**config.mk**
```make
export PLATFORM = sky130hd
export DESIGN_NAME = pall_front
export DESIGN_NICKNAME = d
export VERILOG_FILES = /design/src/rtl/passive_aggressive_linear_learner_unit_macros.svh /design/src/rtl/pall_pkg.sv /design/src/rtl/pall_front.sv
export SDC_FILE = /design/constraint.sdc
export NUM_CORES = 1
export LEC_CHECK = 0
export ABC_CLOCK_PERIOD_IN_PS = 1250
export BUFFER_PORTS_ARGS = -buffer_cell sky130_fd_sc_hd__buf_2
export CAP_MARGIN = 25
export CORE_AREA = 2 2 91 93
export DETAILED_ROUTE_END_ITERATION = 12
export DIE_AREA = 0 0 93 95
export PLACE_DENSITY = 0.65
export SLEW_MARGIN = 5
export SYNTH_ARGS = -nofsm -noshare
export SYNTH_HDL_FRONTEND = slang
export SYNTH_SLANG_ARGS = --single-unit
```
**constraint.sdc**
```tcl
create_clock -name clk_i -period 1.25 [get_ports clk_i]
set_input_delay 0.25 -clock clk_i [delete_from_list [all_inputs] [get_ports clk_i]]
set_output_delay 0.25 -clock clk_i [all_outputs]
set_load 0.1 [all_outputs]
```
**src/rtl/passive_aggressive_linear_learner_unit_macros.svh**
```systemverilog
// Assertion macros used by the learner back end
`ifndef PASSIVE_AGGRESSIVE_LINEAR_LEARNER_UNIT_MACROS_SVH
`define PASSIVE_AGGRESSIVE_LINEAR_LEARNER_UNIT_MACROS_SVH

// Check a property on every rising edge outside reset
`define PALL_ASSERT(lbl, prop, msg) \
  lbl: assert property (@(posedge clk_i) disable iff (!rst_ni) (prop)) else $error(msg);

// Check that a condition implies a consequence in the same cycle
`define PALL_ASSERT_IMP(lbl, ante, cons, msg) \
  lbl: assert property (@(posedge clk_i) disable iff (!rst_ni) (ante) |-> (cons)) else $error(msg);

`endif

```
**src/rtl/pall_pkg.sv**
```systemverilog
// Shared types, constants and helper functions of the learner
package pall_pkg;

  localparam int unsigned MaxIndexBits = 16;
  localparam int unsigned MaxFeatures  = 64;
  localparam int unsigned BufAw        = $clog2(MaxFeatures);
  localparam int unsigned CntW         = BufAw + 1;
  localparam int unsigned FifoDepth    = 4;
  localparam int unsigned FifoAw       = $clog2(FifoDepth);
  localparam int unsigned TableSize    = 1 << MaxIndexBits;

  typedef enum logic [1:0] {
    REQ_PREDICT  = 2'd0,
    REQ_TRAIN    = 2'd1,
    REQ_SUPPLIED = 2'd2,
    REQ_UNUSED   = 2'd3
  } req_e;

  typedef enum logic [1:0] {
    VAR_PA   = 2'd0,
    VAR_PA1  = 2'd1,
    VAR_PA2  = 2'd2,
    VAR_NONE = 2'd3
  } variant_e;

  typedef enum logic [1:0] {
    CFG_VARIANT = 2'd0,
    CFG_AGGR    = 2'd1,
    CFG_IBITS   = 2'd2,
    CFG_SPARE   = 2'd3
  } cfg_idx_e;

  typedef struct packed {
    logic [1:0]              req;
    logic [MaxIndexBits-1:0] idx;
    logic signed [15:0]      val;
    logic signed [1:0]       lab;
    logic signed [31:0]      sup;
    logic                    last;
  } elem_t;

  typedef struct packed {
    logic [1:0]  variant;
    logic [31:0] aggr;
  } train_cfg_t;

  typedef struct packed {
    logic clearing;
    logic pop;
  } back_stat_t;

  // Keep the low index bits selected by the configured width, clamped to range
  function automatic logic [MaxIndexBits-1:0] mask_index(input logic [31:0] raw,
                                                         input logic [4:0]  nbits);
    logic [MaxIndexBits-1:0] m;
    logic [5:0]              b;
    b = {1'b0, nbits};
    if (b < 6'd1) b = 6'd1;
    if (b > 6'(MaxIndexBits)) b = 6'(MaxIndexBits);
    for (int k = 0; k < MaxIndexBits; k++) begin
      m[k] = (6'(k) < b);
    end
    return raw[MaxIndexBits-1:0] & m;
  endfunction

endpackage

```
**src/rtl/pall_front.sv**
```systemverilog
// Front end: configuration registers, item acceptance and index masking
module pall_front (
  input  logic                 clk_i,
  input  logic                 rst_ni,
  input  logic                 start_i,
  output logic                 busy_o,
  input  logic [1:0]           req_type_i,
  input  logic [31:0]          feature_index_i,
  input  logic signed [15:0]   feature_value_i,
  input  logic signed [1:0]    label_i,
  input  logic signed [31:0]   supplied_score_i,
  input  logic                 last_feature_i,
  input  logic                 cfg_valid_i,
  output logic                 cfg_ready_o,
  input  logic [1:0]           cfg_index_i,
  input  logic [31:0]          cfg_data_i,
  input  logic                 fifo_full_i,
  input  pall_pkg::back_stat_t stat_i,
  output logic                 push_o,
  output pall_pkg::elem_t      elem_o,
  output pall_pkg::train_cfg_t tcfg_o
);

  logic [1:0]  variant_q;
  logic [31:0] aggr_q;
  logic [4:0]  ibits_q;

  assign cfg_ready_o = 1'b1;

  always_ff @(posedge clk_i or negedge rst_ni) begin
    if (!rst_ni) begin
      variant_q <= pall_pkg::VAR_PA;
      aggr_q    <= 32'd65536;
      ibits_q   <= 5'd16;
    end else if (cfg_valid_i) begin
      case (pall_pkg::cfg_idx_e'(cfg_index_i))
        pall_pkg::CFG_VARIANT: variant_q <= cfg_data_i[1:0];
        pall_pkg::CFG_AGGR:    aggr_q    <= cfg_data_i;
        pall_pkg::CFG_IBITS:   ibits_q   <= cfg_data_i[4:0];
        default: ;
      endcase
    end
  end

  assign busy_o = fifo_full_i | stat_i.clearing;
  assign push_o = start_i & ~busy_o;

  always_comb begin
    elem_o.req  = req_type_i;
    elem_o.idx  = pall_pkg::mask_index(feature_index_i, ibits_q);
    elem_o.val  = feature_value_i;
    elem_o.lab  = label_i;
    elem_o.sup  = supplied_score_i;
    elem_o.last = last_feature_i;
  end

  assign tcfg_o.variant = variant_q;
  assign tcfg_o.aggr    = aggr_q;

endmodule

```
==> qor.tcl <==
set qor(timing.setup.critical_path_class) {reg2out}
set qor(finalSetupTns_ns) -6.80
set qor(tritoncts_num_sinks) 39
set qor(instances_no_fill) 350
set qor(routed_vias) 1520
set qor(finalMaxSlewViolations) 0
set qor(die_h_um) 95
set qor(fill_cells) 705
set qor(power_frac_clock_pct) 11.5
set qor(wl_per_cell_um) 16.2
set qor(post_synth_most_frequent_cells) {sky130_fd_sc_hd__buf_4 (54), sky130_fd_sc_hd__dfrtp_1 (37), sky130_fd_sc_hd__mux2_4 (30)}
set qor(ir_worst_vdd_mv) 1.44
set qor(status) {finished with violations}
set qor(synthesis.area_sq_mm) 0.00223
set qor(fin_nets) 370
set qor(ys_seq_area_share_pct) 43.9
set qor(layout_setup_ws_ns) -0.522
set qor(total_placed_cells_including_tap_cells) 337
set qor(grt_setup_unrepaired) {true}
set qor(placement_rows) 33
set qor(critical-path-max-stage-delay_ns) 0.58
set qor(yosysMostFrequentCell) {sky130_fd_sc_hd__buf_4}
set qor(net_count_after_synthesis) 301
set qor(ys_top_cells_by_area) {sky130_fd_sc_hd__dfrtp_1 (42%), sky130_fd_sc_hd__mux2_4 (20%), sky130_fd_sc_hd__buf_4 (18%), sky130_fd_sc_hd__mux2_2 (4.5%), sky130_fd_sc_hd__dfstp_2 (2.4%)}
set qor(fp.dieArea_sq_mm) 0.00884
set qor(setup.worst_path.end_class) {output port}
set qor(vias_in_the_first_global_route) 1688
set qor(io_buffer_count) 105
set qor(cts-root-to-sink-buffers) 2
set qor(hold_violations) 0
set qor(report.final.setup_viol) 16
set qor(antenna_cells_inserted) 0
set qor(cts.reportedPaths.clkPinSlew_ns) 0.07
set qor(max_freq_ghz) 0.564
set qor(gr-usage-all-layers_pct) 12.9
set qor(power-per-cell-area_mw_per_mm2) 1920
set qor(leakagePower_nw) 1.77
set qor(crit_slowest_cell) {sky130_fd_sc_hd__dfstp_2}
set qor(clock_tree.htree_level_count) 2
set qor(ctsRootBufferMaster) {sky130_fd_sc_hd__clkbuf_8}
set qor(layout_min_cycle_time_ns) 1.77
set qor(net-switching-power_mw) 3.44
set qor(grt.met2_usage_pct) 23.4
set qor(synth_edf_count) 0
set qor(fp.coreArea_sq_mm) 0.00793
set qor(crit_path_max_fanout) 6
set qor(clock_buffer_count_from_cts) 5
set qor(antenna_left) 0
set qor(dp.final_hpwl_um) 4620
set qor(groute.layer.met1.usage_pct) 12.5
set qor(drc_errors) 0
set qor(postSynth.asyncResetShare_pct) 100
set qor(antenna_found_initial) 0
set qor(start_util_pct) 28.1
set qor(post_synth_inst_count) 175
set qor(area_delta_synth_final_pct) 65.0
set qor(gr_layer_usage_met3_pct) 6.38
set qor(crit_chain) {buf_8 -> nor2_4 -> nor3b_4 -> buf_12}
set qor(worst_skew_pair.late_latency_ns) 0.28
set qor(dr.first_iter.drc_count) 17
set qor(postSynth.topFlopCell) {sky130_fd_sc_hd__dfrtp_1}
set qor(synth-seq-cells) 39
set qor(drt-pass1-iter-count) 4
set qor(global_route.overflow_total) 0
set qor(postSynthAreaPerCell_sq_um) 12.7
set qor(failed_checks) {negative setup slack}
set qor(swShare_pct) 48.6
set qor(vias_per_instance) 4.34
set qor(worstPathArrival_ns) 1.52
set qor(synthesis.yosys.warnings) 0
set qor(gp_routability_congestion) 0.727
set qor(synth_area_leader_cell) {sky130_fd_sc_hd__dfrtp_1}
set qor(finalClockSkew_ns) 0
set qor(sequentialPowerShare_pct) 25.5
set qor(hold_path_class) {in2reg}
set qor(maxCapViolCount) 0
set qor(combPwrFrac_pct) 63.0
set qor(io_pins) 232
set qor(chipWidth_um) 93
set qor(cp-start-kind) {flop}
set qor(detail_route.wirelength_um) 5680
set qor(cts_tree) {done}
set qor(period_share_pct) 142
set qor(globalRoute.busiestLayer) {met2}
set qor(grt_max_degree) 18
set qor(netlist.area_leader.share_pct) 41.5
set qor(first_pass_grt_wire_length_um) 8760
set qor(p_int_mw) 3.64
set qor(synthDistinctLibCells) 30
set qor(drive_above_1_share_pct) 82.0
set qor(cp.required_ns) 1.00
-- cells in the final DEF, fill, tap and decap left out, types with 2 or more instances in the layout --
cell and count:
sky130_fd_sc_hd__nor2b_4 4, sky130_fd_sc_hd__dfstp_2 2, sky130_fd_sc_hd__buf_2 55, sky130_fd_sc_hd__mux2_4 30, sky130_fd_sc_hd__buf_6 8, sky130_fd_sc_hd__nor3b_4 2
sky130_fd_sc_hd__clkbuf_8 5, sky130_fd_sc_hd__nor2_4 2, sky130_fd_sc_hd__buf_4 7, sky130_fd_sc_hd__dfrtp_1 32, sky130_fd_sc_hd__clkbuf_1 2, sky130_fd_sc_hd__dfrtp_2 5
sky130_fd_sc_hd__o21ai_4 2, sky130_fd_sc_hd__nand2_1 2, sky130_fd_sc_hd__mux2_2 9, sky130_fd_sc_hd__a21boi_4 3, sky130_fd_sc_hd__buf_12 52
-- final timing paths --
check,startpoint,to,slack (ns),cells after the start
max reg2reg,ibits_q[2],ibits_q[2],0.27,2
max,ibits_q[4],elem_o[61],-0.52,4
min,cfg_data_i[10],aggr_q[10],0.19,2
max in group asynchronous,rst_ni,aggr_q[22],0.30,3
min reg2reg,aggr_q[22],aggr_q[22],0.56,1
min in group asynchronous,rst_ni,aggr_q[15],0.43,2
-- cells by family (layout without fill, tap and decap cells) --
logic type / after synthesis / in the layout / synth area share (%)
other: 1 / 1 / 0.168
AOI/OAI and AO/OA: 14 / 14 / 4.66
and+or+nand+nor: 19 / 19 / 5.56
DFF: 39 / 39 / 43.9
buffers and inverters: 63 / 133 / 20.9
muxes: 39 / 39 / 24.8
-- critical path, delay by kind of cell (launching register included) --
kind / cells / cell delay, ns
flip-flops: 1 / 0.58
buffers and inverters: 2 / 0.34
AND/OR/NAND/NOR: 2 / 0.31
-- flip-flops by register name, summed over array words and instances (netlist names) --
register	count
variant_q	2
aggr_q	32
ibits_q	5
-- cell type report --
type,count,area [sq um],share of cell area (%)
clock buffer,7,76.3,2.08
inverter,1,3.75,0.102
multi-input combinational,73,992,27.0
timing repair buffer,124,1480,40.4
sequential,39,985,26.8
tap,105,131,3.57
clock inverter,1,5.00,0.136
-- stage by stage --
stage	utilization, %	total power [mW]	setup WS (ns)	instance area, sq um	hold slack [ns]
2_1_floorplan	-	5.27	-0.585	2370	-0.0456
3_3_place_gp	43.1	6.06	-0.349	3420	0.200
3_5_place_dp	43.1	6.10	-0.371	3420	0.206
4_1_cts	46.0	7.11	-0.540	3650	0.175
5_1_grt	46.4	7.34	-0.583	3680	0.171
6_report	46.4	7.07	-0.522	3680	0.186
-- power by group through the flow --
| stage | Combinational (mW) | Clock [mW] | Sequential, mW |
|---|---|---|---|
| 2_1_floorplan | 2.05 | 0 | 3.21 |
| 3_3_place_gp | 4.26 | 0 | 1.80 |
| 4_1_cts | 4.46 | 0.851 | 1.80 |
| 3_5_place_dp | 4.30 | 0 | 1.80 |
| 5_1_grt | 4.58 | 0.914 | 1.84 |
| 6_report | 4.46 | 0.811 | 1.80 |
-- timing repair --
| item | 4_1_cts | 5_1_grt |
|---|---|---|
| gates cloned | 1 | 0 |
| buffers inserted | 3 | 2 |
| gates resized for setup | 23 | 10 |
| setup endpoints to repair | 16 | 16 |
| pin swaps | 5 | 3 |
| endpoints found under the hold margin | 13 | 0 |
| hold buffers | 1 | 0 |
-- per-layer routing --
metal,vias up,wire (um)
met5,-,0
met4,0,99
met3,11,759
met2,114,3020
met1,718,1800
li1,677,-
No activity file was read; power rests on OpenSTA's default activity.
