<file path="src/rtl/passive_aggressive_linear_learner_unit_macros.svh">
// Assertion macros used by the learner back end
`ifndef PASSIVE_AGGRESSIVE_LINEAR_LEARNER_UNIT_MACROS_SVH
`define PASSIVE_AGGRESSIVE_LINEAR_LEARNER_UNIT_MACROS_SVH

// Check a property on every rising edge outside reset
`define PALL_ASSERT(lbl, prop, msg) \
  lbl: assert property (@(posedge clk_i) disable iff (!rst_ni) (prop)) else $error(msg);

// Check that a condition implies a consequence in the same cycle
`define PALL_ASSERT_IMP(lbl, ante, cons, msg) \
  lbl: assert property (@(posedge clk_i) disable iff (!rst_ni) (ante) |-> (cons)) else $error(msg);

`endif

</file>
<file path="src/rtl/pall_pkg.sv">
// Shared types, constants and helper functions of the learner
package pall_pkg;

  localparam int unsigned MaxIndexBits = 16;
  localparam int unsigned MaxFeatures  = 64;
  localparam int unsigned BufAw        = $clog2(MaxFeatures);
  localparam int unsigned CntW         = BufAw + 1;
  localparam int unsigned FifoDepth    = 4;
  localparam int unsigned FifoAw       = $clog2(FifoDepth);
  localparam int unsigned TableSize    = 1 << MaxIndexBits;

  typedef enum logic [1:0] {
    REQ_PREDICT  = 2'd0,
    REQ_TRAIN    = 2'd1,
    REQ_SUPPLIED = 2'd2,
    REQ_UNUSED   = 2'd3
  } req_e;

  typedef enum logic [1:0] {
    VAR_PA   = 2'd0,
    VAR_PA1  = 2'd1,
    VAR_PA2  = 2'd2,
    VAR_NONE = 2'd3
  } variant_e;

  typedef enum logic [1:0] {
    CFG_VARIANT = 2'd0,
    CFG_AGGR    = 2'd1,
    CFG_IBITS   = 2'd2,
    CFG_SPARE   = 2'd3
  } cfg_idx_e;

  typedef struct packed {
    logic [1:0]              req;
    logic [MaxIndexBits-1:0] idx;
    logic signed [15:0]      val;
    logic signed [1:0]       lab;
    logic signed [31:0]      sup;
    logic                    last;
  } elem_t;

  typedef struct packed {
    logic [1:0]  variant;
    logic [31:0] aggr;
  } train_cfg_t;

  typedef struct packed {
    logic clearing;
    logic pop;
  } back_stat_t;

  // Keep the low index bits selected by the configured width, clamped to range
  function automatic logic [MaxIndexBits-1:0] mask_index(input logic [31:0] raw,
                                                         input logic [4:0]  nbits);
    logic [MaxIndexBits-1:0] m;
    logic [5:0]              b;
    b = {1'b0, nbits};
    if (b < 6'd1) b = 6'd1;
    if (b > 6'(MaxIndexBits)) b = 6'(MaxIndexBits);
    for (int k = 0; k < MaxIndexBits; k++) begin
      m[k] = (6'(k) < b);
    end
    return raw[MaxIndexBits-1:0] & m;
  endfunction

endpackage

</file>
<file path="src/rtl/pall_fifo.sv">
// Short item queue between front and back
module pall_fifo (
  input  logic            clk_i,
  input  logic            rst_ni,
  input  logic            push_i,
  input  pall_pkg::elem_t din_i,
  input  logic            pop_i,
  output pall_pkg::elem_t dout_o,
  output logic            empty_o,
  output logic            full_o
);

  pall_pkg::elem_t                mem_q [pall_pkg::FifoDepth];
  logic [pall_pkg::FifoAw-1:0]    wp_q, rp_q;
  logic [pall_pkg::FifoAw:0]      cnt_q;

  assign empty_o = (cnt_q == '0);
  assign full_o  = (cnt_q == (pall_pkg::FifoAw+1)'(pall_pkg::FifoDepth));
  assign dout_o  = mem_q[rp_q];

  always_ff @(posedge clk_i) begin
    if (push_i) mem_q[wp_q] <= din_i;
  end

  always_ff @(posedge clk_i or negedge rst_ni) begin
    if (!rst_ni) begin
      wp_q  <= '0;
      rp_q  <= '0;
      cnt_q <= '0;
    end else begin
      if (push_i) wp_q <= wp_q + 1'b1;
      if (pop_i)  rp_q <= rp_q + 1'b1;
      cnt_q <= cnt_q + (pall_pkg::FifoAw+1)'(push_i) - (pall_pkg::FifoAw+1)'(pop_i);
    end
  end

endmodule

</file>
<file path="config.mk">
export PLATFORM = sky130hd
export DESIGN_NAME = pall_fifo
export DESIGN_NICKNAME = d
export VERILOG_FILES = /design/src/rtl/passive_aggressive_linear_learner_unit_macros.svh /design/src/rtl/pall_pkg.sv /design/src/rtl/pall_fifo.sv
export SDC_FILE = /design/constraint.sdc
export NUM_CORES = 1
export LEC_CHECK = 0
export ABC_CLOCK_PERIOD_IN_PS = 5900
export CAP_MARGIN = 10
export CORE_MARGIN = 4
export CORE_UTILIZATION = 50
export DETAILED_ROUTE_END_ITERATION = 10
export DONT_BUFFER_PORTS = 1
export PLACE_DENSITY = 0.73
export SETUP_SLACK_MARGIN = 0.15
export SLEW_MARGIN = 20
export SYNTH_ARGS = -nofsm -noshare
export SYNTH_HDL_FRONTEND = slang
export SYNTH_SLANG_ARGS = --single-unit
</file>
<file path="constraint.sdc">
create_clock -name clk_i -period 5.9 [get_ports clk_i]
set_input_delay 1.18 -clock clk_i [delete_from_list [all_inputs] [get_ports clk_i]]
set_output_delay 1.18 -clock clk_i [all_outputs]
set_load 0.02 [all_outputs]
</file>
==> qor.csv, run 1 <==
stage;metric;value;unit
layout;Antenna diodes;0;
worst_setup_path;CP Max Fanout;27;
sta;Max-slew headroom;0.297;
sta;final setup fails;0;
synth;syn nets;475;
cts;clock root buffer master;clkbuf_16;
route;DR WL/cell;23.6;um
sta;Tcrit/Tclk final;0.630;
worst_setup_path;Critical Path RT;4.72;ns
synth;register area share after synthesis;0.812;
sta;Setup Skew;0.00724;ns
grt;GR Util All Layers;0.142;
synth;post-synthesis instance total;395;
sta;RSZ-0062 raised after global routing;no;
grt;largest net degree at the start of global routing;71;
sta;Worst-Margin Slew;1.05;ns
die;I/O pin cnt;144;
placed_design;dpl cells;651;
layout;Fill cells;1402;
synth;Mapped Area;10400;sq um
worst_setup_path;CP bufs+invs;1;
cts;# resized after CTS;0;
grt;number of global-route vias before repair;4276;
placed_design;post-DP HPWL;9.69;mm
cts;clk_lat worst skew;0.51;ns
worst_setup_path;FF-to-FF path depth;3;
layout;Sequential Area;8470;sq um
layout;Layout Nets;492;
grt;gr ovfl total;0;
worst_setup_path;Crit. End Element;output pin;
die;Die X;152;um
route;number of vias in the routed layout;3971;
die;die area;23200;sq um
pwr;Design Power;6.14;mW
worst_setup_path;cells along the critical path;buf_4 > mux4_2;
layout;final cell count without fillers;704;
route;Routed WL;16.6;mm
grt;grt met1 use;0.176;
sta;minimum clock period;3.72;ns
layout;multi-input combinational cell area;1760;sq um
sta;Hold Fails Final Rpt;0;
synth;Warnings, synthesis;0;
grt;first-pass GRT wire length;25.7;mm
synth;Synth area leaders;edfxtp_1, mux4_2, dfrtp_1;
sta;Final TNS setup;0;ns
route;Routed Antenna Nets;0;
cts;TritonCTS Sinks;283;
job;max cap viols;0;
placed_design;Area after DPL;10600;sq um
cts;Clock Path Buffers;3;
grt;initial antenna violation count;0;
route;Via density;5.64;
die;Initial Utilization;0.512;
worst_setup_path;Arrival @ worst endpoint;2.54;ns
cts;Reg clk slew, reported paths;0.06;ns
route;drt pass-1 iters;4;
synth;Synth top area share;0.795;
min_path;Hold Crit Class;in -> async;
die;num rows;52;
pwr;PD cells;531;nW/um^2
worst_setup_path;Worst path top cell family by delay;flip-flops;
worst_setup_path;CP max-delay cell;dfrtp_4;
placed_design;gpl congestion;0.705;
route;Iteration-0 DRC Markers;188;
worst_setup_path;CP Depth;2;
worst_setup_path;crit start category;register;
layout;share of layout cells above drive strength 1;0.286;
synth;Netlist cell types;18;
sta;fin worst setup slack;2.18;ns
cts;CTS tree;done;
cts;H-tree depth;1;
pwr;P_leak;3.66;nW
sta;Highest Clock Rate;269;MHz
grt;met3 GRT Util;0.0650;
worst_setup_path;Critical Path Max Stage Delay;0.77;ns
layout;Area growth syn-to-layout;11.0;%
placed_design;IO Port Bufs;0;
grt;met2 usage;0.234;
pwr;Peak VDD IR;438;uV
worst_setup_path;Setup CP Type;reg -> out;
synth;syn avg cell area;26.4;sq um
synth;FF+latch count, synth;283;
grt;GR peak layer;met2;
cts;Inserted Clock Buffers;29;
synth;cell taking the most area after synthesis;edfxtp_1;
cts;Hold Buf Count CTS;0;
route;drt drc;0;
placed_design;dpl ws;2.66;ns
layout;post-route cell area;11600;sq um
die;die height;152;um
die;Core Area;20400;sq um
cts;Post-CTS Setup Inserts;0;
sta;count of final max-slew check failures;0;
status;status;complete, no violations;
[registers in the layout, summed over array words and instances (netlist names)]
name   flops
mem_q    276
rp_q       2
wp_q       2
cnt_q      3
[layer usage]
metal,share of wire,wire length (um),vias up
met5,0,0,-
met4,0.018,304,0
met3,0.10,1680,24
met2,0.50,8380,140
met1,0.38,6250,2086
li1,-,-,1721
[layout by cell type, fill, tap and decap left out]
| cell | instances |
|---|---|
| edfxtp_1 | 276 |
| mux4_2 | 68 |
| clkbuf_16 | 29 |
| inv_1 | 6 |
| ha_1 | 6 |
| clkbuf_1 | 5 |
| clkinv_2 | 5 |
| dfrtp_1 | 5 |
| and2_4 | 4 |
| clkinv_4 | 4 |
| clkinvlp_4 | 4 |
| xor2_1 | 3 |
| bufinv_16 | 3 |
| clkbuf_8 | 3 |
| xnor2_1 | 2 |
| nand2_1 | 2 |
| buf_4 | 2 |
| dfrtp_4 | 2 |
| mux4_1 | 1 |
| and3_1 | 1 |
| nor3_1 | 1 |
| o21ai_0 | 1 |
| fa_1 | 1 |
[worst reg2reg max path: stages (launching register included)]
cell,delay [ns]
dfrtp_1,0.40
inv_1,0.11
ha_1,0.15
and2_4,0.84
[area by class of cell]
class,count,share of cell area
Clock buffer,37,0.0679
Inverter,6,0.00195
Tap cell,270,0.0292
Clock inverter,16,0.0156
Sequential cell,283,0.732
Multi-Input combinational cell,90,0.152
Timing Repair Buffer,2,0.00130
[cells in the mapped netlist]
cell and instances:
clkbuf_1 1, nand2_1 2, buf_2 7, and3_1 1, and2_1 4, edfxtp_1 276, fa_1 1, buf_12 7
xnor2_1 2, o21ai_0 1, xor2_1 3, mux4_2 68, inv_1 6, nor3_1 1, mux4_1 1, buf_6 1
ha_1 6, dfrtp_1 7
[per-stage QoR]
stage,util,hold WS [ns]
floorplan,-,0.491
global placement,0.521,0.505
detailed placement,0.521,0.521
CTS,0.568,0.321
global route,0.568,0.320
finish,0.568,0.355
[final timing paths]
| kind | start | slack [ns] | end |
|---|---|---|---|
| setup / recovery | rp_q[0] | 2.18 | dout_o[3] |
| hold reg to reg | wp_q[0] | 0.52 | wp_q[0] |
| min in group clk_i | wp_q[0] | 0.52 | wp_q[0] |
| max in group asynchronous | rst_ni | 5.47 | rp_q[0] |
| hold / removal | rst_ni | 0.36 | rp_q[1] |
| setup reg to reg | wp_q[1] | 3.98 | mem_q[0][22] |
[power by group]
group          internal (mW)  switching (mW)  total (mW)  leakage (nW)
clock network           1.08           0.701        1.78         0.464
logic                  0.565           0.914        1.48         0.583
registers               2.64           0.240        2.88          2.62
total                   4.28            1.85        6.14          3.66
[cell families (layout without fill, tap and decap cells)]
logic type	after synthesis	after routing	synth area share
AOI/OAI and AO/OA	1	1	0.000480
xor gates and xnor gates	5	5	0.00420
adders and majority gates	7	7	0.00912
buffers and inverters	22	61	0.0204
DFF	283	283	0.812
muxes	69	69	0.149
and+or+nand+nor	8	8	0.00420
(Power assumes the default switching activity.)
==> run 2, diff against run 1 <==
- ABC_CLOCK_PERIOD_IN_PS: 5900 -> 3700
- clock period: 5.9 -> 3.7 ns (I/O delays scaled with it)
==> qor.csv, run 2 (same netlist as run 1, synthesis figures left out) <==
stage;metric;value;unit;change
status;status;complete, no violations;;
worst_setup_path;CP Max Fanout;37;;+37%
sta;Highest Clock Rate;341;MHz;
cts;Reg clk slew, reported paths;0.06;ns;about the same
worst_setup_path;reg2reg setup slack;1.73;ns;-2.25 ns
layout;share of layout cells above drive strength 1;0.264;;-0.0220
layout;Layout Nets;494;;+0.41%
worst_setup_path;crit start category;register;;
route;Routed WL;17.3;mm;+4.5%
placed_design;post-DP HPWL;10.2;mm;+5.7%
route;Via density;5.74;;+1.7%
layout;number of flip-flops in the largest register;276;;unchanged
worst_setup_path;Setup CP Type;reg -> out;;
worst_setup_path;cells along the critical path;buf_4 > mux4_2;;
pwr;Peak VDD IR;893;uV;+100%
job;max cap viols;0;;unchanged
layout;Area growth syn-to-layout;10.7;%;
cts;TritonCTS Sinks;283;;unchanged
cts;clock root buffer master;clkbuf_16;;
layout;biggest regs;mem_q (276), cnt_q (3);;
sta;Max-slew headroom;0.269;;-0.0284
sta;Tcrit/Tclk final;0.792;;
route;DR WL/cell;24.6;um;+4.2%
pwr;PD cells;842;nW/um^2;+59%
grt;initial antenna violation count;0;;unchanged
layout;most frequent cells in the layout;edfxtp_1, mux4_2, clkbuf_16;;
route;drt drc;0;;unchanged
pwr;P_leak;3.66;nW;about the same
grt;first-pass GRT wire length;27.1;mm;+5.1%
placed_design;gpl congestion;0.732;;+3.8%
worst_setup_path;Critical Path Max Stage Delay;0.80;ns;+0.03 ns
die;num rows;52;;unchanged
grt;largest net degree at the start of global routing;70;;-1.4%
grt;GR peak layer;met2;;
sta;minimum clock period;2.93;ns;
sta;RSZ-0062 raised after global routing;no;;
cts;Post-CTS Setup Inserts;0;;unchanged
layout;commonest non-fill, non-tap cell in the layout;edfxtp_1;;
worst_setup_path;Critical Path RT;2.96;ns;-1.76 ns
die;Core Area;20400;sq um;unchanged
sta;count of final max-slew check failures;0;;unchanged
pwr;Design Power;9.72;mW;+58%
grt;number of global-route vias before repair;4472;;+4.6%
worst_setup_path;CP max-delay cell;dfrtp_4;;
cts;Clock Path Buffers;3;;unchanged
grt;met3 GRT Util;0.0679;;+0.00284
sta;Hold Fails Final Rpt;0;;unchanged
layout;Largest Register;mem_q;;
grt;met2 usage;0.254;;+0.0199
cts;clk_lat worst skew;0.52;ns;about the same
worst_setup_path;CP bufs+invs;1;;unchanged
sta;Worst-Margin Slew;1.10;ns;+0.0426 ns
worst_setup_path;Worst path top cell family by delay;flip-flops;;
die;die area;23200;sq um;unchanged
placed_design;IO Port Bufs;0;;unchanged
grt;grt met1 use;0.179;;+0.00277
min_path;Hold Crit Class;in -> reg;;
worst_setup_path;Crit. End Element;output pin;;
layout;Antenna diodes;0;;unchanged
cts;CTS tree;done;;
grt;GR Util All Layers;0.150;;+0.00799
die;Die X;152;um;unchanged
die;Initial Utilization;0.512;;unchanged
cts;H-tree depth;1;;unchanged
route;drt pass-1 iters;4;;unchanged
route;Routed Antenna Nets;0;;unchanged
route;Iteration-0 DRC Markers;160;;-15%
sta;Setup Skew;0.0140;ns;+0.00673 ns
die;I/O pin cnt;144;;unchanged
grt;gr ovfl total;0;;unchanged
sta;final setup fails;0;;unchanged
sta;Final TNS setup;0;ns;unchanged
die;die height;152;um;unchanged
worst_setup_path;Arrival @ worst endpoint;2.19;ns;-0.35 ns
cts;Inserted Clock Buffers;28;;-3.4%
route;number of vias in the routed layout;4049;;+2.0%
## run 2: final cells by class
class                      instances  area (sq um)
clock buffer                      31           733
clock inverter                    21           164
fill                            1424          8830
inverter                           6          22.5
multi-input combinational         90          1760
sequential                       283          8470
tap                              270           338
timing repair buffer               5          52.6
## run 2: timing repair
| item | CTS | global route |
|---|---|---|
| hold buffers | 1 | 0 |
| gates resized for setup | 0 | 0 |
| endpoints found under the hold margin | 7 | 0 |
## run 2: final timing paths
check,from,cells after the start,end
worst max-delay path,rp_q[1],2,dout_o[52]
worst min-delay path,pop_i,1,rp_q[0]
worst max register to register,wp_q[0],3,mem_q[0][18]
worst min register to register,wp_q[0],1,wp_q[0]
max in group asynchronous,rst_ni,1,rp_q[0]
min in group asynchronous,rst_ni,1,cnt_q[2]
## run 2: per-stage QoR
| step | util | hold slack, ns | setup WS [ns] | area (sq um) | instances |
|---|---|---|---|---|---|
| 6_report | 0.566 | 0.297 | 0.768 | 11500 | 706 |
| 3_3_place_gp | 0.522 | 0.445 | 1.30 | 10600 | 653 |
| 4_1_cts | 0.566 | 0.266 | 0.695 | 11500 | 706 |
| 3_5_place_dp | 0.522 | 0.445 | 1.26 | 10600 | 653 |
| 5_1_grt | 0.566 | 0.278 | 0.634 | 11500 | 706 |
| 2_1_floorplan | - | 0.444 | 0.908 | 10400 | 395 |
## run 2: layer usage
| metal | part of all wire | routed length, um |
|---|---|---|
| met1 | 0.37 | 6450 |
| met4 | 0.022 | 376 |
| met3 | 0.10 | 1740 |
| met5 | 0 | 0 |
| met2 | 0.51 | 8780 |
## run 2: power by group
part | leakage (nW) | internal [mW] | total, mW | switching [mW]
logic | 0.601 | 0.917 | 2.56 | 1.64
clock network | 0.442 | 1.62 | 2.71 | 1.09
registers | 2.62 | 4.22 | 4.45 | 0.236
==> run 3, diff against run 2 <==
- ABC_CLOCK_PERIOD_IN_PS: 3700 -> 2740
- clock period: 3.7 -> 2.74 ns (I/O delays scaled with it)
==> qor.csv, run 3 (same netlist as run 1, synthesis figures left out) <==
stage;metric;value;unit;change
layout;Antenna diodes;0;;unchanged
placed_design;Area after DPL;10800;sq um;+1.3%
sta;Worst-Margin Slew;0.665;ns;-0.431 ns
sta;count of final max-slew check failures;0;;unchanged
cts;CTS tree;done;;
sta;Max-slew headroom;0.553;;+0.284
sta;Hold Fails Final Rpt;0;;unchanged
die;Die X;152;um;unchanged
cts;# resized after CTS;0;;unchanged
pwr;P_leak;3.72;nW;+1.8%
sta;Setup Skew;0.0110;ns;-0.00293 ns
route;number of vias in the routed layout;4074;;+0.62%
grt;GR Util All Layers;0.159;;+0.00842
die;num rows;52;;unchanged
worst_setup_path;Setup CP Type;reg -> out;;
grt;largest net degree at the start of global routing;54;;-23%
placed_design;IO Port Bufs;0;;unchanged
sta;Highest Clock Rate;400;MHz;
die;I/O pin cnt;144;;unchanged
grt;initial antenna violation count;0;;unchanged
worst_setup_path;CP Max Fanout;20;;-46%
grt;gr ovfl total;0;;unchanged
worst_setup_path;CP bufs+invs;1;;unchanged
sta;Final TNS setup;0;ns;unchanged
worst_setup_path;crit start category;register;;
cts;Clock Path Buffers;3;;unchanged
layout;commonest non-fill, non-tap cell in the layout;edfxtp_1;;
cts;Inserted Clock Buffers;29;;+3.6%
sta;minimum clock period;2.50;ns;
die;die height;152;um;unchanged
die;Initial Utilization;0.512;;unchanged
worst_setup_path;Critical Path Max Stage Delay;0.62;ns;-0.18 ns
worst_setup_path;Arrival @ worst endpoint;1.95;ns;-0.24 ns
layout;Layout Nets;507;;+2.6%
route;drt pass-1 iters;4;;unchanged
layout;share of layout cells above drive strength 1;0.276;;+0.0124
cts;Reg clk slew, reported paths;0.06;ns;about the same
cts;clock root buffer master;clkbuf_16;;
placed_design;post-DP HPWL;11.0;mm;+7.1%
worst_setup_path;Worst path top cell family by delay;multiplexers;;
route;Routed Antenna Nets;0;;unchanged
cts;clk_lat worst skew;0.53;ns;about the same
layout;Largest Register;mem_q;;
cts;TritonCTS Sinks;283;;unchanged
layout;biggest regs;mem_q (276), cnt_q (3);;
die;die area;23200;sq um;unchanged
placed_design;gpl congestion;0.655;;-11%
worst_setup_path;Critical Path RT;2.19;ns;-0.77 ns
route;Routed WL;18.1;mm;+4.5%
sta;Tcrit/Tclk final;0.913;;
pwr;PD cells;1140;nW/um^2;+35%
cts;H-tree depth;1;;unchanged
route;DR WL/cell;25.2;um;+2.6%
worst_setup_path;CP max-delay cell;mux4_2;;
layout;number of flip-flops in the largest register;276;;unchanged
layout;Area growth syn-to-layout;12.3;%;
worst_setup_path;Crit. End Element;output pin;;
sta;RSZ-0062 raised after global routing;yes;;
min_path;Hold Crit Class;in -> reg;;
sta;final setup fails;0;;unchanged
layout;most frequent cells in the layout;edfxtp_1, mux4_2, clkbuf_16;;
status;status;complete, no violations;;
grt;number of global-route vias before repair;4550;;+1.7%
route;drt drc;0;;unchanged
job;max cap viols;0;;unchanged
layout;post-route cell area;11700;sq um;+1.4%
die;Core Area;20400;sq um;unchanged
route;Iteration-0 DRC Markers;134;;-16%
route;Via density;5.67;;-1.2%
worst_setup_path;cells along the critical path;buf_12 > mux4_2;;
pwr;Peak VDD IR;693;uV;-22%
grt;first-pass GRT wire length;28.5;mm;+5.2%
-- run 3: changes by cell type in the layout (fill, tap and decap cells not counted) --
cell / previous run / this run
bufinv_16: 3 / 2
buf_12: 1 / 8
clkinvlp_4: 0 / 1
buf_6: 0 / 1
inv_6: 0 / 1
clkinv_2: 5 / 1
clkinv_1: 13 / 6
buf_4: 3 / 7
clkbuf_1: 2 / 13
-- run 3: power by group --
part	switching (mW)	internal, mW
sequential	0.275	5.68
clock	1.46	2.14
combinational	2.36	1.44
-- run 3: per-stage QoR --
stage          hold slack (ns)  total power [mW]  utilization  cells  setup slack [ns]
3_3_place_gp             0.253              9.77        0.529    660             0.636
3_5_place_dp             0.253              9.87        0.529    660             0.633
2_1_floorplan            0.252              9.12            -    395             0.821
4_1_cts                 0.0608              13.6        0.574    719             0.169
6_report                0.0964              13.4        0.574    719             0.238
5_1_grt                 0.0687              14.0        0.574    719             0.144
-- run 3: path summary, 6_finish.rpt --
| path | start | to | slack [ns] | cells past startpoint |
|---|---|---|---|---|
| worst max-delay path | rp_q[0] | dout_o[29] | 0.24 | 2 |
| worst max register to register | wp_q[0] | mem_q[0][20] | 0.90 | 4 |
| worst min-delay path | pop_i | rp_q[0] | 0.1 | 1 |
| max in group asynchronous | rst_ni | rp_q[1] | 2.13 | 1 |
| min in group asynchronous | rst_ni | rp_q[0] | 0.34 | 1 |
| worst min register to register | wp_q[0] | wp_q[0] | 0.56 | 1 |
-- run 3: cell type report --
| cell class | instances | area, sq um |
|---|---|---|
| sequential | 283 | 8470 |
| clock inverter | 11 | 104 |
| multi-input combinational | 90 | 1760 |
| fill | 1424 | 8670 |
| tap | 270 | 338 |
| timing repair buffer | 17 | 234 |
| clock buffer | 42 | 774 |
| inverter | 6 | 22.5 |
-- run 3: repair_timing --
item                                   CTS  global route
endpoints found under the hold margin    7             0
setup endpoints to repair               60             6
hold buffers                             1             0
buffers inserted                         5             0
-- run 3: layer usage --
| layer | wire [um] | track usage | vias up |
|---|---|---|---|
| li1 | - | - | 1757 |
| met1 | 6630 | 0.193 | 2141 |
| met2 | 9120 | 0.260 | 145 |
| met3 | 2050 | 0.0773 | 31 |
| met4 | 336 | 0.0360 | 0 |
| met5 | 0 | 0 | - |
